**src/sv/mmt_pkg.sv**
```systemverilog
// Shared types, constants and helpers for the matrix multiply block.
// No dependencies.
package mmt_pkg;

  localparam int MAX_DIM   = 8;
  localparam int FRAC_BITS = 16;
  localparam int DATA_W    = 32;
  localparam int IDX_W     = 3;
  localparam int CFG_W     = 4;
  localparam int CFG_IDX_W = 3;
  localparam int ADDR_W    = (MAX_DIM > 1) ? $clog2(MAX_DIM * MAX_DIM) : 1;
  localparam int PROD_W    = 2 * DATA_W;
  localparam int ACC_W     = PROD_W + $clog2(MAX_DIM) + 1;

  localparam logic [1:0] REQ_WR_A  = 2'd0;
  localparam logic [1:0] REQ_WR_B  = 2'd1;
  localparam logic [1:0] REQ_START = 2'd2;

  localparam logic [CFG_IDX_W-1:0] CFG_A_ROWS = 3'd0;
  localparam logic [CFG_IDX_W-1:0] CFG_A_COLS = 3'd1;
  localparam logic [CFG_IDX_W-1:0] CFG_B_ROWS = 3'd2;
  localparam logic [CFG_IDX_W-1:0] CFG_B_COLS = 3'd3;
  localparam logic [CFG_IDX_W-1:0] CFG_TR_A   = 3'd4;
  localparam logic [CFG_IDX_W-1:0] CFG_TR_B   = 3'd5;

  localparam logic [CFG_W-1:0] DIM_RESET = CFG_W'(MAX_DIM);

  localparam logic [DATA_W-1:0] SAT_MAX = {1'b0, {(DATA_W-1){1'b1}}};
  localparam logic [DATA_W-1:0] SAT_MIN = {1'b1, {(DATA_W-1){1'b0}}};

  typedef enum logic [1:0] {
    ST_IDLE,
    ST_ISSUE,
    ST_WAIT,
    ST_ERR
  } mmt_state_t;

  typedef struct packed {
    logic [CFG_W-1:0] a_rows;
    logic [CFG_W-1:0] a_cols;
    logic [CFG_W-1:0] b_rows;
    logic [CFG_W-1:0] b_cols;
    logic             tr_a;
    logic             tr_b;
  } cfg_t;

  typedef struct packed {
    logic vld;
    logic first;
    logic last;
  } mac_ctl_t;

  typedef struct packed {
    logic              vld;
    logic [DATA_W-1:0] value;
    logic              sat;
  } mac_res_t;

  // Size register to dimension minus one: zero acts as one, large clamps.
  function automatic logic [IDX_W-1:0] dim_m1(input logic [CFG_W-1:0] v);
    logic [IDX_W-1:0] r;
    if (v == '0) r = '0;
    else if (int'(v) > MAX_DIM) r = IDX_W'(MAX_DIM - 1);
    else r = IDX_W'(v - CFG_W'(1));
    return r;
  endfunction

  function automatic logic [ADDR_W-1:0] elem_addr(input logic [IDX_W-1:0] r,
                                                  input logic [IDX_W-1:0] c);
    return ADDR_W'(int'(r) * MAX_DIM + int'(c));
  endfunction

endpackage

```
**src/sv/mmt_mac.sv**
```systemverilog
// Shared multiply-accumulate unit with shift-back and saturation.
// Depends on mmt_pkg.
module mmt_mac
  import mmt_pkg::*;
(
  input  logic              clk,
  input  logic              rst_n,
  input  mac_ctl_t          ctl,
  input  logic [DATA_W-1:0] a_data,
  input  logic [DATA_W-1:0] b_data,
  output mac_res_t          res
);

  mac_ctl_t                  s1_r, s2_r;
  logic signed [PROD_W-1:0]  prod_r;
  logic signed [ACC_W-1:0]   acc_r, acc_nxt;
  logic                      res_vld_r, res_vld_nxt;
  logic signed [ACC_W-1:0]   prod_ext;
  logic signed [ACC_W-1:0]   shifted;
  logic                      in_range;

  always_ff @(posedge clk) begin
    if (!rst_n) begin
      s1_r      <= '0;
      s2_r      <= '0;
      res_vld_r <= 1'b0;
    end else begin
      s1_r      <= ctl;
      s2_r      <= s1_r;
      res_vld_r <= res_vld_nxt;
    end
  end

  always_ff @(posedge clk) begin
    prod_r <= $signed(a_data) * $signed(b_data);
    acc_r  <= acc_nxt;
  end

  assign prod_ext = {{(ACC_W-PROD_W){prod_r[PROD_W-1]}}, prod_r};

  always_comb begin
    acc_nxt     = acc_r;
    res_vld_nxt = res_vld_r;
    if (ctl.vld) res_vld_nxt = 1'b0;
    if (s2_r.vld) begin
      acc_nxt = s2_r.first ? prod_ext : acc_r + prod_ext;
      if (s2_r.last) res_vld_nxt = 1'b1;
    end
  end

  // Arithmetic shift floors; the result fits when all upper bits match the sign.
  assign shifted  = acc_r >>> FRAC_BITS;
  assign in_range = (&shifted[ACC_W-1:DATA_W-1]) | ~(|shifted[ACC_W-1:DATA_W-1]);

  always_comb begin
    res.vld   = res_vld_r;
    res.sat   = ~in_range;
    res.value = in_range ? shifted[DATA_W-1:0] : (acc_r[ACC_W-1] ? SAT_MIN : SAT_MAX);
  end

endmodule

```
**config.mk**
```make
export PLATFORM = sky130hd
export DESIGN_NAME = mmt_mac
export DESIGN_NICKNAME = d
export VERILOG_FILES = /design/src/sv/mmt_pkg.sv /design/src/sv/mmt_mac.sv
export SDC_FILE = /design/constraint.sdc
export NUM_CORES = 2
export LEC_CHECK = 0
export BUFFER_PORTS_ARGS = -buffer_cell sky130_fd_sc_hd__buf_2
export CAP_MARGIN = 20
export CORE_ASPECT_RATIO = 0.75
export CORE_UTILIZATION = 55
export CTS_CLUSTER_SIZE = 16
export DETAILED_ROUTE_END_ITERATION = 6
export GPL_TIMING_DRIVEN = 0
export PLACE_DENSITY_LB_ADDON = 0.12
export SYNTH_ARGS = -nofsm -noshare
export SYNTH_HDL_FRONTEND = slang
export SYNTH_SLANG_ARGS = --single-unit
```
**constraint.sdc**
```tcl
create_clock -name clk -period 8.4 [get_ports clk]
set_input_delay 0.42 -clock clk [delete_from_list [all_inputs] [get_ports clk]]
set_output_delay 0.42 -clock clk [all_outputs]
set_load 0.1 [all_outputs]
```
; ---- After elaboration in Yosys (flattened, before gate mapping)
; Cells that the tools add are included.
; Widths: inputs -> output; s select.
[word_totals]
regBits = 139
input_bits = 69
output_inout_bits = 34
elab_cells = 22
[classes]
n_addsub = 1
mul = 1
muxes = 6
bitwise_logic = 3
n_reduce_logical = 2
[op_table]
columns = cell, n
row1 = $add 68x64->68, 1
row2 = $mux 68, 1
row3 = $mul 32x32->64, 1
row4 = $mux 32, 2
row5 = $reduce_and 21->1, 1
row6 = $reduce_or 21->1, 1
row7 = $mux 1, 3
row8 = $not 1->1, 2
row9 = $or 1x1->1, 1

; ---- Depth between registers and ports, before layout
[depth]
depth_word = 4
mapped_depth = 29
ltp_nobuf = 27

; ---- Worst setup path after synthesis
; No wires, ideal clock.
[synth_path]
kind = input-to-reg
from = input b_data[8]
to = register prod_r[59]
setup_time_ns = 0.114
t_arrival_ns = 7.608
required_time_ns = 8.286
slack_ns = 0.677
path_stages = 26
n_path_buf = 2
path_cell_list = clkbuf_1 > nand2_1 > fa_1 > fa_1 > fa_1 > fa_1 > inv_1 > fa_1 > fa_1 > fa_1 > inv_1 > fa_1 > inv_1 > ha_1 > clkbuf_1 > a21o_1 > a21o_1 > a2111oi_0 > o21ai_0 > a31o_2 > a41oi_1 > o21ai_1 > a21oi_1 > o21ai_0 > mux2i_1 > a2111oi_0
[synth_via]
elab_chain_len = 1
[synth_rtl]
columns = element, line
row1 = from (decl), mmt_mac.sv:10  ; input logic [DATA_W-1:0] b_data,
row2 = $mul 32x32->64, mmt_mac.sv:35  ; prod_r <= $signed(a_data) * $signed(b_data);
row3 = to (signal assigned), mmt_mac.sv:35
row4 = to (decl), mmt_mac.sv:15  ; logic signed [PROD_W-1:0] prod_r;
; Every way passes these cells.
; A chain may end at the register's enable or synchronous reset.

; ---- Worst setup path after layout
[layout_path]
from = input b_data[26]
to = register prod_r[62]
; The elaborated chain is that of the path after synthesis.

==> run metrics <==
outcome=finished clean; CP Launch Type=input port; clock-pin slew on the worst setup and hold paths=0.07 ns; Crit Path Max Fanout=10; Least-Margin Pin Slew=1.17 ns; CTS tree=built; core area=79300 um^2; clock skew=0.00913 ns; post-synthesis sequential area ratio=7.80%; maximum clock rate=121 MHz; CP most frequent cell=fa_1; Syn Area/Cell=9.32 um^2; Final Hold Viols=0; Clk Latency, worst-skew pair=0.45 ns; die width=330 um; Crit path depth=26; die area=81900 um^2; Adder-Cell Fraction of Synth Area=55.9%; Worst Setup Slack, final=0.106 ns; Area Overhead vs Synth=6.78%; DRC violations left=0; Num Clock Sinks=139; Synth Area in Simple Gates=15.4%; Max-Cap Viols=0; Final min period=8.29 ns; Slew HR=21.9%; total wire length=153000 um; Synth Area in XOR/XNOR=2.64%; Worst Hold Class=input port to flip-flop; largest net degree at the start of global routing=55; Syn Std Cell Area=44400 um^2; 1st-iter DRT viols=3291; family with the most delay on the worst path=adder cells; commonest cells after routing, fill and taps aside=1078 x fa_1, 1003 x inv_1, 610 x nand2_1; Starting Density=56.0%; H-tree levels=4; TritonCTS Buffers=17; global route total overflow=0; Worst R2R Path Depth=13; WS Path Type=input port to flip-flop; Final GP Congestion=1.05; async set-reset flop share out of synthesis=0%; complex-gate fraction of the synthesized area=7.46%; Die H=248 um; Arrival @ worst endpoint=8.62 ns; Rows=89; CP max stage cell=clkdlybuf4s15_1; max-slew violation count=0; Ys Warns=0; GRT Overall Usage=39.0%; Synth cell types=65; Crit. End Element=flip-flop; Post-synth EDFFs=68; ratio of cells with drive above 1 in the final layout=6.75%; drt first pass iters=6; hold path depth=2; port buffer count=102; initial antenna violation count=21; vias in the first global route=36100; Post-Syn Nets=6170; wire per inst=25.6 um; #FFs+latches synth=139; post-route antenna net violation count=0; largest family of logic cells by synthesized area=adder cells; dpl hpwl=127000 um; Worst Path Buf+Inv=5; Root Driver=clkbuf_16; post-synthesis mux area share=0.194%; Place WS=-1.42 ns; first-pass GRT wire length=229000 um; Tcrit/Tclk final=98.7%; commonest non-fill, non-tap cell in the layout=fa_1; Mapped Cells=4767; NumNets Final=6305; Most used DFF post-synth=dfxtp_1; via count=34300; Max stage delay on crit path=0.73 ns; io pins=103; endpoints failing setup=0; WP data required=8.72 ns; Fill cells=7188; maximum clock insertion buffer count=2; post-DR vias/cell=5.75
cell usage after synthesis (14+ instances only):
| library cell | n | area, um^2 |
|---|---|---|
| a21o_1 | 117 | 878 |
| a21oi_1 | 136 | 681 |
| and2_1 | 530 | 3320 |
| and3_1 | 17 | 106 |
| clkbuf_1 | 242 | 908 |
| dfxtp_1 | 71 | 1420 |
| edfxtp_1 | 68 | 2040 |
| fa_1 | 1083 | 21700 |
| ha_1 | 251 | 3140 |
| inv_1 | 1003 | 3760 |
| nand2_1 | 611 | 2290 |
| nand2b_1 | 19 | 119 |
| nand3_1 | 31 | 155 |
| nand4_1 | 31 | 194 |
| nor2_1 | 82 | 308 |
| nor2b_1 | 14 | 87.6 |
| o21ai_0 | 127 | 636 |
| o21bai_1 | 24 | 180 |
| xnor2_1 | 86 | 753 |
| xor2_1 | 48 | 420 |
stage by stage:
step / instance area (um^2) / hold slack [ns] / utilization [%] / cells / TNS [ns]
finish: 47400 / 0.185 / 59.8 / 5967 / 0
CTS: 47200 / 0.173 / 59.6 / 5954 / 0
global placement: 46200 / 0.415 / 58.3 / 5915 / -21.39
floorplan: 44400 / 0.412 / - / 4767 / 0
detailed placement: 46300 / 0.419 / 58.5 / 5919 / -20.43
global route: 47400 / 0.175 / 59.8 / 5961 / -0.0199
layer usage:
metal	wire length (um)	GRT usage, %	up-vias
li1	-	-	14600
met1	62400	53.3	17500
met2	63900	56.9	1815
met3	18800	13.0	374
met4	7870	16.8	10
met5	103	0.470	-
sequential cells by signal (all words and copies together), names as in the netlist:
| register | cells |
|---|---|
| s2_r | 3 |
| res_vld_r | 1 |
| s1_r | 3 |
| prod_r | 64 |
| acc_r | 68 |
path summary, 6_finish.rpt:
check | startpoint | endpoint | slack, ns
setup reg to reg | acc_r[42] | acc_r[67] | 3.61
setup / recovery | b_data[26] | prod_r[62] | 0.11
hold / removal | ctl[0] | s1_r[0] | 0.19
hold reg to reg | s2_r[0] | res_vld_r | 0.44
cells by family (layout without fill, tap and decap cells):
family / count (synthesis) / in the layout
flip-flops: 139 / 139
other: 0 / 6
XOR/XNOR: 134 / 134
adder cells (fa/ha/maj): 1334 / 1334
AO/OA/AOI/OAI: 521 / 521
AND/OR/NAND/NOR: 1377 / 1377
multiplexers: 8 / 8
buffers and inverters: 1254 / 1402
worst register-to-register path, stage by stage (launching register included):
cell	delay [ns]
edfxtp_1	0.39
ha_1	0.29
clkbuf_1	0.19
a21o_1	0.20
a21o_1	0.17
a21o_1	0.22
nor4bb_1	0.79
nand4_1	0.59
a311oi_1	0.82
a2111o_1	0.28
a21oi_1	0.09
o22ai_1	0.20
mux2i_1	0.24
xnor2_1	0.07
layout make-up:
cell class	instances	area (um^2)	area share (%)
multi-input cells	3374	36400	76.7
inverters	1003	3760	7.94
flip-flops and latches	139	3470	7.31
well taps	1046	1310	2.76
plain buffers	249	1190	2.50
repair buffers	118	706	1.49
clock buffers	17	425	0.897
clock inverters	15	179	0.377
diodes	6	15.0	0.0316
repair_timing:
| item | CTS | global route |
|---|---|---|
| setup endpoints to repair | 19 | 11 |
| resized for setup | 150 | 70 |
| hold buffers | 0 | 0 |
| buffers inserted | 3 | 8 |
| pin swaps | 2 | 2 |
Power is not shown: default switching activity piles up to over one toggle a cycle in this logic, so the estimate is an artifact.
