**config.mk**
```make
export PLATFORM = sky130hd
export DESIGN_NAME = mmt_store
export DESIGN_NICKNAME = d
export VERILOG_FILES = /design/src/sv/mmt_pkg.sv /design/src/sv/mmt_store.sv
export SDC_FILE = /design/constraint.sdc
export NUM_CORES = 2
export LEC_CHECK = 0
export BUFFER_PORTS_ARGS = -buffer_cell sky130_fd_sc_hd__buf_4
export CAP_MARGIN = 10
export CORE_MARGIN = 4
export CORE_UTILIZATION = 50
export DETAILED_ROUTE_END_ITERATION = 6
export HOLD_SLACK_MARGIN = 0.05
export PLACE_DENSITY = 0.68
export SYNTH_ARGS = -nofsm -noshare
export SYNTH_HDL_FRONTEND = slang
export SYNTH_SLANG_ARGS = --single-unit
```
**constraint.sdc**
```tcl
create_clock -name clk -period 3.1 [get_ports clk]
set_input_delay 0.155 -clock clk [delete_from_list [all_inputs] [get_ports clk]]
set_output_delay 0.155 -clock clk [all_outputs]
set_load 0.1 [all_outputs]
```
**src/sv/mmt_pkg.sv**
```systemverilog
// Shared types, constants and helpers for the matrix multiply block.
// No dependencies.
package mmt_pkg;

  localparam int MAX_DIM   = 8;
  localparam int FRAC_BITS = 16;
  localparam int DATA_W    = 32;
  localparam int IDX_W     = 3;
  localparam int CFG_W     = 4;
  localparam int CFG_IDX_W = 3;
  localparam int ADDR_W    = (MAX_DIM > 1) ? $clog2(MAX_DIM * MAX_DIM) : 1;
  localparam int PROD_W    = 2 * DATA_W;
  localparam int ACC_W     = PROD_W + $clog2(MAX_DIM) + 1;

  localparam logic [1:0] REQ_WR_A  = 2'd0;
  localparam logic [1:0] REQ_WR_B  = 2'd1;
  localparam logic [1:0] REQ_START = 2'd2;

  localparam logic [CFG_IDX_W-1:0] CFG_A_ROWS = 3'd0;
  localparam logic [CFG_IDX_W-1:0] CFG_A_COLS = 3'd1;
  localparam logic [CFG_IDX_W-1:0] CFG_B_ROWS = 3'd2;
  localparam logic [CFG_IDX_W-1:0] CFG_B_COLS = 3'd3;
  localparam logic [CFG_IDX_W-1:0] CFG_TR_A   = 3'd4;
  localparam logic [CFG_IDX_W-1:0] CFG_TR_B   = 3'd5;

  localparam logic [CFG_W-1:0] DIM_RESET = CFG_W'(MAX_DIM);

  localparam logic [DATA_W-1:0] SAT_MAX = {1'b0, {(DATA_W-1){1'b1}}};
  localparam logic [DATA_W-1:0] SAT_MIN = {1'b1, {(DATA_W-1){1'b0}}};

  typedef enum logic [1:0] {
    ST_IDLE,
    ST_ISSUE,
    ST_WAIT,
    ST_ERR
  } mmt_state_t;

  typedef struct packed {
    logic [CFG_W-1:0] a_rows;
    logic [CFG_W-1:0] a_cols;
    logic [CFG_W-1:0] b_rows;
    logic [CFG_W-1:0] b_cols;
    logic             tr_a;
    logic             tr_b;
  } cfg_t;

  typedef struct packed {
    logic vld;
    logic first;
    logic last;
  } mac_ctl_t;

  typedef struct packed {
    logic              vld;
    logic [DATA_W-1:0] value;
    logic              sat;
  } mac_res_t;

  // Size register to dimension minus one: zero acts as one, large clamps.
  function automatic logic [IDX_W-1:0] dim_m1(input logic [CFG_W-1:0] v);
    logic [IDX_W-1:0] r;
    if (v == '0) r = '0;
    else if (int'(v) > MAX_DIM) r = IDX_W'(MAX_DIM - 1);
    else r = IDX_W'(v - CFG_W'(1));
    return r;
  endfunction

  function automatic logic [ADDR_W-1:0] elem_addr(input logic [IDX_W-1:0] r,
                                                  input logic [IDX_W-1:0] c);
    return ADDR_W'(int'(r) * MAX_DIM + int'(c));
  endfunction

endpackage

```
**src/sv/mmt_store.sv**
```systemverilog
// One matrix store: single write port, registered read port.
// Depends on mmt_pkg.
module mmt_store
  import mmt_pkg::*;
(
  input  logic              clk,
  input  logic              wr_en,
  input  logic [ADDR_W-1:0] wr_addr,
  input  logic [DATA_W-1:0] wr_data,
  input  logic              rd_en,
  input  logic [ADDR_W-1:0] rd_addr,
  output logic [DATA_W-1:0] rd_data
);

  logic [DATA_W-1:0] mem [MAX_DIM*MAX_DIM];
  logic [DATA_W-1:0] rd_data_r;

  always_ff @(posedge clk) begin
    if (wr_en) begin
      mem[wr_addr] <= wr_data;
    end
  end

  always_ff @(posedge clk) begin
    if (rd_en) begin
      rd_data_r <= mem[rd_addr];
    end
  end

  assign rd_data = rd_data_r;

endmodule

```
==> After elaboration in Yosys (flattened, before gate mapping) <==
Memory sizes are Yosys's and may differ from the RTL's. A register that Yosys moved wholly into a read port is not among the register bits.
Cells that the tools add are included.
{ "word_totals": {"regBits": 0, "memories": 1, "out_inout_bits": 32, "in_bits": 47, "word_cells": 3, "ram_bits": 2048} }
{ "op_classes": {"muxes": 2} }
{ "mem_list": {"columns": ["memory", "depth", "width", "rd", "rd_clocked_by_memory_dff", "write_ports", "line", "source"], "rows": [
  ["mem", 64, 32, 1, 1, 1, "mmt_store.sv:15", "logic [DATA_W-1:0] mem [MAX_DIM*MAX_DIM];"]
]} }
{ "ops": {"columns": ["operator", "n"], "rows": [
  ["two-way mux 1 bit", 2]
]} }

==> Logic depth before layout (Yosys ltp) <==
{ "logic_depth": {"depth_word": 2, "mapped_depth": 10, "ltp_nobuf": 5} }

==> Worst setup path before layout <==
Ideal clock, no wire load.
{ "synth_timing": {"kind": "input to register", "start": "input port wr_addr[3]", "end": "memory mem[48][0], enable pin", "arrival_time_ps": 2854, "required_time_ps": 2639, "path_stages": 4, "setup_ps": 461, "slack_ps": -215, "n_path_buf": 1, "cell_sequence": "clkbuf_1 > nor2b_1 > nand4b_1 > nor3_1"} }
{ "synth_rtl": {"columns": ["item", "line", "source"], "rows": [
  ["start: declaration", "mmt_store.sv:8", "input logic [ADDR_W-1:0] wr_addr,"],
  ["end: declaration", "mmt_store.sv:15", null]
]} }
Straight into the memory's write port.

==> summary by stage <==
Outcome
The run finished with clean final reports.

Die
The area enclosed by the die boundary is 0.164 mm². The effective utilization at floorplan is 50.4%. The height of the die is 405 µm. For this design the top-level I/O count stands at 79.

The die is 405 µm wide. The placeable core region is 0.156 mm². Row generation in the floorplan step produced 145 rows.

Yosys
The Yosys step of the flow raised 0 warnings. The post-synth net total is 3371. The number of different library cells used by synthesis comes to 33. The primary flip-flop cell chosen by synthesis mapping is sky130_fd_sc_hd__edfxtp_1. After synthesis, the share of flip-flops with an asynchronous set or reset is 0%. The number of synthesized register bits is 2080. The library cell with the largest summed area after synthesis is sky130_fd_sc_hd__edfxtp_1. Synthesis produced a netlist whose cell count is 3324. In the post-synthesis netlist, the biggest area contributors are sky130_fd_sc_hd__edfxtp_1, sky130_fd_sc_hd__mux4_2, sky130_fd_sc_hd__mux2i_1.

The top cell type by area accounts for 79.2% of the synthesized area. The mapped netlist covers 0.0788 mm². The register area share after synthesis is 79.2%. Each instance of the synthesized netlist takes up on average 23.7 µm². The synthesized design contains 2080 enable-type register cells.

Drt
After detailed routing, the total wire length is 195 mm. The detailed router placed 37645 vias in this run. After detailed routing, the number of vias per cell comes to 6.38. The length of the first detailed-routing pass in iterations is 7. The count of unresolved DRC violations after routing is 0.

Dividing the detail-routed wire length by the instance count gives 33.1 µm. The detail route stage leaves a number of antenna-violating nets equal to 0. The number of design-rule violations left by the first detailed-router iteration is 5181.

CTS
The number of H-tree branching levels is 4. After clock tree synthesis, the repair step resized 0 gates. The clock tree root buffer cell is sky130_fd_sc_hd__clkbuf_16. Counting along the longest clock path gives a buffer depth of 3. In this run, CTS created clock tree buffers numbering 195.

The total number of clock tree sinks is 2080. TritonCTS built the clock tree. The insertion delay to the later sink of the worst-skew pair is 820 ps. The clock transition at the register clock pins on the worst setup and hold paths after CTS is 60 ps.

Timing
Adding up every negative setup slack in the final design gives 0 ps. The top achievable clock speed is 447 MHz. Setup repair after global routing left no endpoint under its margin. The hold violation count in the final report is 0.

The max-slew violation total from the final report came to 0. The setup clock skew after layout is 23.2 ps. The post-layout worst setup margin is 862 ps. The final critical path takes up 72.2% of the cycle.

Setup violations remaining at the end of the flow were counted as 0. At the pin with the least slew margin, the transition time is 903 ps. The shortest period the worst path allows is 2240 ps. The worst slew slack as a fraction of its limit is 39.6%.

Pwr
Cell internal power was estimated by the tool at 46.0 mW. The analysis attributes to net switching a power of 12.2 mW. The combinational fraction of design power is 5.5%. The power per cell area is 641 mW/mm². The completed layout was analyzed and its total power is 58.3 mW. The maximum resistive drop on vdd is 405 µV. The switching power as a share of total power is 21.0%. In this run, flip-flops and latches consume 53.7% of the power. The leakage power figure is 28.4 nW. The clock share of power is 40.8%.

Setup path
STA puts the critical path data required time at 3640 ps. The kind of critical path is reg2reg. The kind of launch point of the worst setup path is a flop. In this run the number of cells on the critical path is 4. The library cell appearing most often on the critical path is sky130_fd_sc_hd__mux4_2.

The startpoint of the lowest-slack register-to-register path is mem[31][24]. Walking the worst path, the cells encountered are mux4_2, mux4_2, o22ai_1, nor2_1. The maximum fanout count along the critical path is 1. The worst register-to-register path ends at rd_data[24]. The critical path capture point is rd_data[24]. The depth of the worst register-to-register path is 4. The largest single stage delay on the critical path is 500 ps. Broken down by cell family, the worst path's largest delay share belongs to multiplexers.

The endpoint arrival time on the critical path is 2780 ps. The start point of the critical path is mem[31][24]. The number of buffer and inverter instances along the worst setup path is 0.

The kind of end point of the critical path is a flop. The worst-case register-to-register setup slack is 860 ps. The slowest stage of the critical path is the sky130_fd_sc_hd__mux4_2 cell.

Place
The placed wire-length estimate after detailed placement is 106 mm. At the end of routability-driven placement, the weighted congestion stood at 0.792. Timing analysis after detailed placement gives a worst setup slack of 74.7 ps. After detailed placement, the design holds a cell count of 5488. The count of port buffers added during placement is 78.

GRT
Global routing used 24.1% of the available tracks. The wire length of the first global-routing pass is 279 mm. Entering global routing, the biggest net connects 65 pins. The number of global-route vias before repair is 37619. Global routing finished with a remaining overflow of 0. The initial antenna violation count was 12.

Finish
In the final design database the tool counted 3713 nets. The post-synthesis to final-layout area growth is 15.4%. The number of cells in the finished layout apart from fillers is 5896. The ratio of cells with drive above 1 in the final layout is 30.8%.

Job
The max capacitance violation total is 0.

Hold path
The worst hold path belongs to the class in2reg. The worst hold path cell count is 4.
[through the flow]
step	hold WS (ps)	instance area, µm²	util (%)
after floorplan	254	78800	-
after global placement	695	84200	53.8
after detailed placement	722	84200	53.8
after CTS	53.7	90900	58.1
after global routing	107	90900	58.1
final	124	90900	58.2
[layout make-up]
cell class | count | area, µm²
repair buffers | 327 | 3570
well taps | 2058 | 2570
fillers | 10965 | 65400
diodes | 8 | 20.0
clock buffers | 235 | 5090
multi-input cells | 1062 | 16000
clock inverters | 126 | 1240
flip-flops and latches | 2080 | 62500
[power by group through the flow]
| stage | sequential (mW) | clock, mW | combinational, mW |
|---|---|---|---|
| final | 31.3 | 23.7 | 3.22 |
| after global routing | 31.3 | 25.4 | 3.39 |
| after CTS | 31.3 | 24.1 | 3.25 |
| after detailed placement | 31.9 | 0 | 3.19 |
| after global placement | 31.9 | 0 | 3.14 |
| after floorplan | 32.2 | 0 | 1.52 |
[repair_timing]
item | 4_1_cts | 5_1_grt
hold endpoints to repair | 2152 | 0
endpoints found under the setup margin | 0 | 0
buffers inserted | 0 | 0
hold buffers | 39 | 0
[metal layers]
layer  track usage [%]  up-vias  wire (µm)
met4              6.02        4       4400
met1              35.5    20312      77100
met3              4.72      285      19600
met5                 0        -         26
met2              37.8     2052      93800
li1                  -    14992          -
[cell families after synthesis]
logic type | after synthesis | share of synthesized area, %
buf+inv | 182 | 1.12
compound gates | 202 | 1.67
flops | 2080 | 79.2
simple gates | 223 | 1.26
mux | 637 | 16.7
[registers in the layout, summed over array words and instances (netlist names)]
signal	cells
mem	2048
rd_data	32
[cells in the mapped netlist, types with 2 or more instances]
cell type and number:
sky130_fd_sc_hd__mux4_2 544, sky130_fd_sc_hd__mux2i_1 93, sky130_fd_sc_hd__a21oi_1 62, sky130_fd_sc_hd__edfxtp_1 2080, sky130_fd_sc_hd__o22ai_1 84, sky130_fd_sc_hd__and2_1 2, sky130_fd_sc_hd__a311oi_1 8, sky130_fd_sc_hd__nand2_1 26
sky130_fd_sc_hd__nor2_1 137, sky130_fd_sc_hd__buf_6 5, sky130_fd_sc_hd__or3_1 3, sky130_fd_sc_hd__nand3b_1 5, sky130_fd_sc_hd__buf_4 25, sky130_fd_sc_hd__buf_1 21, sky130_fd_sc_hd__and3_1 4, sky130_fd_sc_hd__nand4_1 2
sky130_fd_sc_hd__a22oi_1 12, sky130_fd_sc_hd__nor3_1 7, sky130_fd_sc_hd__or3b_2 3, sky130_fd_sc_hd__clkbuf_1 74, sky130_fd_sc_hd__a41o_1 4, sky130_fd_sc_hd__o32ai_1 4, sky130_fd_sc_hd__buf_2 57, sky130_fd_sc_hd__nor2b_1 15
sky130_fd_sc_hd__nand2b_1 8, sky130_fd_sc_hd__nand3_1 5, sky130_fd_sc_hd__o221ai_1 27, sky130_fd_sc_hd__or3b_1 2
[worst min-delay path: cells and delay by family]
kind                   cells  cell delay, ps
buffers and inverters      2             410
and+or+nand+nor            2             190
[cell usage in the layout, fill, tap and decap left out, drive strengths merged, types with 5 or more instances in the layout]
cell,n
edfxtp,2080
nand2,26
o22ai,84
mux4,544
diode,8
nor2b,15
buf,288
nor2,137
nand3b,5
or3b,5
inv,12
clkinv,88
o221ai,27
mux2i,93
a21oi,62
clkbuf,235
bufinv,23
nand3,5
nand2b,8
a311oi,8
dlygate4sd3,39
a22oi,12
nor3,7
[how the worst min path moves through the flow]
stage / from / slack (ps) / end
finish: wr_en / 120 / mem[61][17]
global route: wr_en / 110 / mem[61][17]
CTS: wr_en / 50 / mem[61][17]
detailed placement: wr_data[23] / 720 / mem[43][23]
global placement: wr_data[28] / 700 / mem[22][28]
floorplan: wr_data[0] / 250 / mem[0][0]
No activity file was read; power rests on OpenSTA's default activity.
