[src/sv/mmt_pkg.sv]
// Shared types, constants and helpers for the matrix multiply block.
// No dependencies.
package mmt_pkg;

  localparam int MAX_DIM   = 8;
  localparam int FRAC_BITS = 16;
  localparam int DATA_W    = 32;
  localparam int IDX_W     = 3;
  localparam int CFG_W     = 4;
  localparam int CFG_IDX_W = 3;
  localparam int ADDR_W    = (MAX_DIM > 1) ? $clog2(MAX_DIM * MAX_DIM) : 1;
  localparam int PROD_W    = 2 * DATA_W;
  localparam int ACC_W     = PROD_W + $clog2(MAX_DIM) + 1;

  localparam logic [1:0] REQ_WR_A  = 2'd0;
  localparam logic [1:0] REQ_WR_B  = 2'd1;
  localparam logic [1:0] REQ_START = 2'd2;

  localparam logic [CFG_IDX_W-1:0] CFG_A_ROWS = 3'd0;
  localparam logic [CFG_IDX_W-1:0] CFG_A_COLS = 3'd1;
  localparam logic [CFG_IDX_W-1:0] CFG_B_ROWS = 3'd2;
  localparam logic [CFG_IDX_W-1:0] CFG_B_COLS = 3'd3;
  localparam logic [CFG_IDX_W-1:0] CFG_TR_A   = 3'd4;
  localparam logic [CFG_IDX_W-1:0] CFG_TR_B   = 3'd5;

  localparam logic [CFG_W-1:0] DIM_RESET = CFG_W'(MAX_DIM);

  localparam logic [DATA_W-1:0] SAT_MAX = {1'b0, {(DATA_W-1){1'b1}}};
  localparam logic [DATA_W-1:0] SAT_MIN = {1'b1, {(DATA_W-1){1'b0}}};

  typedef enum logic [1:0] {
    ST_IDLE,
    ST_ISSUE,
    ST_WAIT,
    ST_ERR
  } mmt_state_t;

  typedef struct packed {
    logic [CFG_W-1:0] a_rows;
    logic [CFG_W-1:0] a_cols;
    logic [CFG_W-1:0] b_rows;
    logic [CFG_W-1:0] b_cols;
    logic             tr_a;
    logic             tr_b;
  } cfg_t;

  typedef struct packed {
    logic vld;
    logic first;
    logic last;
  } mac_ctl_t;

  typedef struct packed {
    logic              vld;
    logic [DATA_W-1:0] value;
    logic              sat;
  } mac_res_t;

  // Size register to dimension minus one: zero acts as one, large clamps.
  function automatic logic [IDX_W-1:0] dim_m1(input logic [CFG_W-1:0] v);
    logic [IDX_W-1:0] r;
    if (v == '0) r = '0;
    else if (int'(v) > MAX_DIM) r = IDX_W'(MAX_DIM - 1);
    else r = IDX_W'(v - CFG_W'(1));
    return r;
  endfunction

  function automatic logic [ADDR_W-1:0] elem_addr(input logic [IDX_W-1:0] r,
                                                  input logic [IDX_W-1:0] c);
    return ADDR_W'(int'(r) * MAX_DIM + int'(c));
  endfunction

endpackage

[src/sv/mmt_ctrl.sv]
// Sequencer: walks result elements and the inner index, owns the output register.
// Depends on mmt_pkg.
module mmt_ctrl
  import mmt_pkg::*;
(
  input  logic              clk,
  input  logic              rst_n,
  input  cfg_t              cfg,
  input  logic              in_valid,
  input  logic [1:0]        in_req_type,
  output logic              in_stall,
  output mac_ctl_t          mac_ctl,
  output logic [ADDR_W-1:0] a_addr,
  output logic [ADDR_W-1:0] b_addr,
  input  mac_res_t          mac_res,
  output logic              out_valid,
  input  logic              out_stall,
  output logic [DATA_W-1:0] out_product_value,
  output logic [IDX_W-1:0]  out_result_row,
  output logic [IDX_W-1:0]  out_result_col,
  output logic              out_last_result,
  output logic              out_dim_error,
  output logic              out_saturated
);

  mmt_state_t       state_r, state_nxt;
  logic [IDX_W-1:0] i_r, i_nxt, j_r, j_nxt, k_r, k_nxt;
  logic [IDX_W-1:0] m_m1_r, n_m1_r, k_m1_r;
  logic             ta_r, tb_r;
  logic [IDX_W-1:0] ar_m1, ac_m1, br_m1, bc_m1, ka_m1, kb_m1;
  logic             start, mismatch, out_free, last_elem, k_last;
  logic             load_res, load_err;
  logic             out_valid_r, out_valid_nxt;
  logic [DATA_W-1:0] value_r;
  logic [IDX_W-1:0] row_r, col_r;
  logic             last_r, err_r, sat_r;

  assign ar_m1    = dim_m1(cfg.a_rows);
  assign ac_m1    = dim_m1(cfg.a_cols);
  assign br_m1    = dim_m1(cfg.b_rows);
  assign bc_m1    = dim_m1(cfg.b_cols);
  assign ka_m1    = cfg.tr_a ? ar_m1 : ac_m1;
  assign kb_m1    = cfg.tr_b ? bc_m1 : br_m1;
  assign mismatch = ka_m1 != kb_m1;

  assign start     = in_valid && !in_stall && in_req_type == REQ_START;
  assign out_free  = !out_valid_r || !out_stall;
  assign k_last    = k_r == k_m1_r;
  assign last_elem = i_r == m_m1_r && j_r == n_m1_r;

  always_comb begin
    state_nxt = state_r;
    unique case (state_r)
      ST_IDLE:  if (start) state_nxt = mismatch ? ST_ERR : ST_ISSUE;
      ST_ISSUE: if (k_last) state_nxt = ST_WAIT;
      ST_WAIT:  if (mac_res.vld && out_free) state_nxt = last_elem ? ST_IDLE : ST_ISSUE;
      ST_ERR:   if (out_free) state_nxt = ST_IDLE;
      default:  state_nxt = ST_IDLE;
    endcase
  end

  always_comb begin
    in_stall      = state_r != ST_IDLE;
    mac_ctl.vld   = state_r == ST_ISSUE;
    mac_ctl.first = k_r == '0;
    mac_ctl.last  = k_last;
    load_res      = state_r == ST_WAIT && mac_res.vld && out_free;
    load_err      = state_r == ST_ERR && out_free;
  end

  assign a_addr = ta_r ? elem_addr(k_r, i_r) : elem_addr(i_r, k_r);
  assign b_addr = tb_r ? elem_addr(j_r, k_r) : elem_addr(k_r, j_r);

  always_comb begin
    i_nxt = i_r;
    j_nxt = j_r;
    k_nxt = k_r;
    if (start) begin
      i_nxt = '0;
      j_nxt = '0;
      k_nxt = '0;
    end
    if (mac_ctl.vld) k_nxt = k_last ? '0 : k_r + IDX_W'(1);
    if (load_res) begin
      if (j_r == n_m1_r) begin
        j_nxt = '0;
        i_nxt = i_r + IDX_W'(1);
      end else begin
        j_nxt = j_r + IDX_W'(1);
      end
    end
  end

  always_comb begin
    out_valid_nxt = out_valid_r;
    if (out_valid_r && !out_stall) out_valid_nxt = 1'b0;
    if (load_res || load_err) out_valid_nxt = 1'b1;
  end

  always_ff @(posedge clk) begin
    if (!rst_n) begin
      state_r     <= ST_IDLE;
      out_valid_r <= 1'b0;
    end else begin
      state_r     <= state_nxt;
      out_valid_r <= out_valid_nxt;
    end
  end

  always_ff @(posedge clk) begin
    i_r <= i_nxt;
    j_r <= j_nxt;
    k_r <= k_nxt;
    if (start) begin
      m_m1_r <= cfg.tr_a ? ac_m1 : ar_m1;
      n_m1_r <= cfg.tr_b ? br_m1 : bc_m1;
      k_m1_r <= ka_m1;
      ta_r   <= cfg.tr_a;
      tb_r   <= cfg.tr_b;
    end
    if (load_res) begin
      value_r <= mac_res.value;
      row_r   <= i_r;
      col_r   <= j_r;
      last_r  <= last_elem;
      err_r   <= 1'b0;
      sat_r   <= mac_res.sat;
    end else if (load_err) begin
      value_r <= '0;
      row_r   <= '0;
      col_r   <= '0;
      last_r  <= 1'b1;
      err_r   <= 1'b1;
      sat_r   <= 1'b0;
    end
  end

  assign out_valid         = out_valid_r;
  assign out_product_value = value_r;
  assign out_result_row    = row_r;
  assign out_result_col    = col_r;
  assign out_last_result   = last_r;
  assign out_dim_error     = err_r;
  assign out_saturated     = sat_r;

endmodule

[config.mk]
export PLATFORM = sky130hd
export DESIGN_NAME = mmt_ctrl
export DESIGN_NICKNAME = d
export VERILOG_FILES = /design/src/sv/mmt_pkg.sv /design/src/sv/mmt_ctrl.sv
export SDC_FILE = /design/constraint.sdc
export NUM_CORES = 1
export LEC_CHECK = 0
export BUFFER_PORTS_ARGS = -buffer_cell sky130_fd_sc_hd__buf_2
export CELL_PAD_IN_SITES_DETAIL_PLACEMENT = 1
export CELL_PAD_IN_SITES_GLOBAL_PLACEMENT = 1
export CORE_MARGIN = 10
export CORE_UTILIZATION = 41
export CTS_BUF_LIST = sky130_fd_sc_hd__clkbuf_4 sky130_fd_sc_hd__clkbuf_8 sky130_fd_sc_hd__clkbuf_16
export DETAILED_ROUTE_END_ITERATION = 8
export GPL_TIMING_DRIVEN = 0
export PLACE_DENSITY = 0.95
export SETUP_SLACK_MARGIN = 0.5
export SLEW_MARGIN = 20
export SYNTH_ARGS = -nofsm -noshare
export SYNTH_HDL_FRONTEND = slang
export SYNTH_SLANG_ARGS = --single-unit
[constraint.sdc]
create_clock -name clk -period 4.68 [get_ports clk]
set_input_delay 0.468 -clock clk [delete_from_list [all_inputs] [get_ports clk]]
set_output_delay 0.468 -clock clk [all_outputs]
set_load 0.01 [all_outputs]
# == Word-level counts from Yosys, hierarchy flattened ==
# Index checks and enable logic that the tools add are counted.
# word_totals
ff_bits,64
elab_cells,108
# op_classes
n_addsub,11
magnitude_cmp,4
n_eq_ne,12
muxes,40
reduce_logical,25
# ops
cell,n
3-bit two-way mux,23
32-bit two-way mux,2
6-bit by 3-bit adder with 6-bit output,4
4-bit greater-than comparator (second input constant),4
4-bit logical NOT,4
6-bit two-way mux,2
3-bit by 1-bit subtractor with 3-bit output (second input constant),4
2-bit two-way mux,5
2-bit nonzero test,5
3-bit by 1-bit adder with 3-bit output (second input constant),3
3-bit == test,3
1-bit logical AND,8
2-bit one-hot mux with 4 select lines,1
1-bit two-way mux,7
2-bit == test (second input constant),3
2-bit != test (second input constant),3
4-bit AND reduction,1
1-bit logical NOT,3
3-bit logical NOT,1
3-bit != test,1
2-bit by 1-bit == test with 1-bit output (second input constant),1
2-bit logical NOT,1
1-bit logical OR,2
2-bit by 1-bit != test with 1-bit output (second input constant),1

# == Depth between registers and ports, before layout ==
# depth
depth_word,8
mapped_depth,7
ltp_nobuf,7

# == Least setup slack after synthesis ==
# No wires, ideal clock.
# synth_timing
kind,input to register
startpoint,input out_stall
endpoint,"register last_r, in the netlist out_last_result (enable)"
setup_ps,394
arrival_time_ps,1582
required_time_ps,4286
slack_ps,2703
stages,3
n_path_buf,0
path_cell_list,a21boi_4 o21ai_0 inv_1
# synth_via
elab_chain_len,4
elab_cells_between_ends,5
# synth_rtl
item,line_no,text
start: declaration,mmt_ctrl.sv:17,"input logic out_stall,"
1-bit logical NOT *,mmt_ctrl.sv:47,assign out_free = !out_valid_r || !out_stall;
1-bit logical OR *,mmt_ctrl.sv:47,
1-bit logical AND (on tied branches),"mmt_ctrl.sv:67, mmt_ctrl.sv:68",
2-bit nonzero test (no line) *,n/a,
end signal: assignment,mmt_ctrl.sv:125,last_r <= last_elem;
end: declaration,mmt_ctrl.sv:36,"logic last_r, err_r, sat_r;"
# Every way passes the cells marked *; elsewhere a longest branch is shown, timed or not.
# A chain may end at the register's enable or synchronous reset.

# == Final worst setup path ==
# layout_timing
startpoint,register k_r[2]
endpoint,output mac_ctl[0] (netlist name)
# layout_via
elab_chain_len,1
# layout_rtl
item,line_no,text
start: declaration,mmt_ctrl.sv:27,"logic [IDX_W-1:0] i_r, i_nxt, j_r, j_nxt, k_r, k_nxt;"
start signal: assignment,mmt_ctrl.sv:113,k_r <= k_nxt;
3-bit == test,mmt_ctrl.sv:48,assign k_last = k_r == k_m1_r;
end: declaration,mmt_ctrl.sv:12,"output mac_ctl_t mac_ctl,"
# No other way between the ends.

==> out/qor.csv <==
stage,metric,value,unit
cts,Clock Tree Root,clkbuf_8,
routing,DRT Pass-1 Iters,4,
routing,via count,2330,
setup_path,worst path cell trace,"xor2_1, nor3_1, buf_4, buf_2",
min_path,hold depth,1,
sta,"Setup violations, final",0,
setup_path,R2R depth,3,
cells_and_area,# nets final,438,
cells_and_area,layout cell share with drive strength beyond 1,38.7,%
synthesis,Post-synth ARST share,0,%
cts,"Clk Latency, worst-skew pair",0.35,ns
synthesis,syn_area_per_cell,12.5,um2
routing,Routed WL,8850,um
run_status,outcome,"finished, final reports clean",
pwr,total power,0.00142,W
min_path,Hold Crit Class,input pin to flip-flop,
setup_path,Critical Path Slowest Stage Cell,edfxtp_1,
cells_and_area,area of the multi-input gates,1090,um2
sta,max-slew violation count,0,
sta,hold slack,0.317,ns
global_routing,largest net degree at the start of global routing,41,
setup_path,FF-to-FF setup slack,2.75,ns
placement,pre-CTS WS,2.43,ns
pwr,Peak VDD IR,0.154,mV
setup_path,crit path kind,flip-flop to primary output,
synthesis,top post-synthesis cells by area,"edfxtp_1 (56%), and2_1 (8.0%), dfxtp_1 (4.6%)",
die,row cnt,31,
global_routing,gr usage total,15.4,%
sta,final worst path period share,48.5,%
setup_path,"Data arrival, critical path",1.80,ns
placement,Placer Congestion,0.791,
synthesis,Cells after Synth,246,
placement,I/O Buffers,115,
placement,DP Area,3770,um2
cells_and_area,Storage cell area,1850,um2
placement,Post-DP HPWL,7130,um
sta,Slew headroom,45.4,%
die,core footprint,7250,um2
die,die width,106,um
global_routing,antenna violations before repair,0,
routing,ANT nets after route,0,
setup_path,startpoint types,flip-flop,
routing,Residual DRC,0,
synthesis,ys flop type,edfxtp_1,
cts,Post-CTS Hold Fix Bufs,0,
sta,RSZ-0062 raised after global routing,false,
setup_path,CP peak stage delay,0.53,ns
synthesis,Yosys top cell area share,55.8,%
synthesis,synth warn,0,
cts,post_cts resized,0,
global_routing,vias in the first global route,2500,
sta,worst slew pin tran,0.818,ns
sta,setup tns final,0,ns
sta,final setup margin,2.41,ns
synthesis,post-synthesis cell type count,39,
sta,crit path time final,2.27,ns
die,height of the die,106,um
cts,CTS max path bufs,2,
synthesis,Yosys reg bits,64,
cells_and_area,Fillers,803,
routing,DR vias/cell,4.89,
cts,"Setup Fix Bufs, Post-CTS",0,
cells_and_area,design area,4010,um2
cts,CTS tree,built,
cts,Sink Count,64,
sta,Clock Skews,0.00750,ns
cts,Clock Pin Slew Worst Setup and Hold Paths,0.07,ns
routing,wire per inst,18.6,um
global_routing,first-pass GRT wire length,13300,um
die,# IOs,116,
setup_path,Critical Path End Type,primary output,
global_routing,grt ovf,0,
pwr,P_leak,1.70,nW
synthesis,Synthesized Nets,312,
cts,CTS buffer count,9,
setup_path,Crit Path Max Fanout,7,
run,max_cap viols,0,
die,die area,11300,um2
sta,Fmax,0.441,GHz
pwr,pwr dens,355,nW/um2
cells_and_area,Layout area overhead,30.6,%
cells_and_area,diodes inserted,0,
synthesis,sequential cell area fraction in the yosys report,60.4,%
synthesis,dominant cell type by area after synthesis,edfxtp_1,
routing,initial DRC count,97,
synthesis,Mapped Area,3070,um2
sta,Fin. Hold Viols,0,
setup_path,WP data required,4.21,ns
die,Initial Utilization,42.3,%
synthesis,"EDFF count, synth",57,
cts,H-tree levels,3,
## cell usage in the layout, fill, tap and decap left out, drive strengths merged, types with 2 or more instances in the layout
cell    instances
edfxtp         57
inv            22
dfxtp           7
a21boi          3
ha              8
nand3           3
nor4            2
xnor2           5
and2           39
nor2b           4
o22ai           5
nand2b          4
a21oi           5
bufinv          3
maj3            6
clkinv          2
mux2            8
clkbuf         18
o21ai          11
nor2            8
buf           117
mux2i           9
or2             2
nand2           8
xor2            9
## worst max-delay path: cells and delay by family, from the launching register on
family                 cells  cell delay (ns)
buffers and inverters      2             0.31
AND/OR/NAND/NOR            1             0.40
XOR/XNOR                   1             0.21
flip-flops                 1             0.53
## where the power goes
group | leakage, nW | total, W | switching, W | internal (W)
Sequential | 0.541 | 0.000672 | 0.0000183 | 0.000654
Clock | 0.120 | 0.000571 | 0.000214 | 0.000358
Combinational | 1.04 | 0.000179 | 0.0000998 | 0.0000790
Total | 1.70 | 0.00142 | 0.000332 | 0.00109
## cells in the mapped netlist (2+ instances only)
| cell type | instances |
|---|---|
| and2_1 | 39 |
| clkbuf_1 | 8 |
| dfxtp_1 | 7 |
| xnor2_1 | 5 |
| edfxtp_1 | 57 |
| a21oi_1 | 5 |
| xor2_1 | 9 |
| inv_1 | 22 |
| nor2_1 | 8 |
| o22ai_1 | 5 |
| nor4_1 | 2 |
| maj3_1 | 6 |
| nand2b_1 | 4 |
| ha_1 | 8 |
| nand2_1 | 7 |
| mux2_2 | 8 |
| nor2b_1 | 4 |
| o21ai_0 | 10 |
| nand3_1 | 3 |
| mux2i_1 | 9 |
| or2_2 | 2 |
## stage by stage
| step | instances | util [%] |
|---|---|---|
| floorplan | 246 | - |
| global placement | 460 | 51.9 |
| detailed placement | 460 | 51.9 |
| CTS | 476 | 55.2 |
| global route | 476 | 55.2 |
| finish | 476 | 55.2 |
## final cells by class
type / instances / area share (%)
sequential: 64 / 46.2
multi-input combinational: 150 / 27.2
timing repair buffer: 115 / 14.4
clock buffer: 10 / 3.28
tap: 99 / 3.09
clock inverter: 6 / 2.69
inverter: 22 / 2.06
buffer: 10 / 1.06
## path summary, 6_finish.rpt
path,from,end
max,k_r[2]$_SDFFCE_PN0P_,mac_ctl[0]
min,cfg[0],tb_r$_DFFE_PP_
max reg2reg,state_r[0]$_SDFFE_PN0P_,out_product_value[14]$_SDFFCE_PN0P_
min reg2reg,out_dim_error$_SDFFE_PP0P_,out_dim_error$_SDFFE_PP0P_
## layer usage
layer  wire length, um  track usage, %  vias to the layer above
li1                  -               -                     1105
met1              3450            15.7                     1112
met2              4560            28.0                      105
met3               733            6.04                        8
met4               102            5.51                        0
met5                 0               0                        -
## state kept, by name (all words and copies together), names as in the netlist, 2 cells and up
signal,count
i_r,3
j_r,3
k_m1_r,3
k_r,3
m_m1_r,3
n_m1_r,3
out_product_value,32
out_result_col,3
out_result_row,3
state_r,2
## kinds of logic after synthesis
family | Yosys count | share of synthesized area, %
xor+xnor | 14 | 4.00
buf+inv | 32 | 4.08
simple gates | 76 | 14.2
compound gates | 29 | 6.20
fa+ha+maj | 14 | 5.22
flops | 64 | 60.4
mux | 17 | 5.88
No activity file was read; power rests on OpenSTA's default activity.
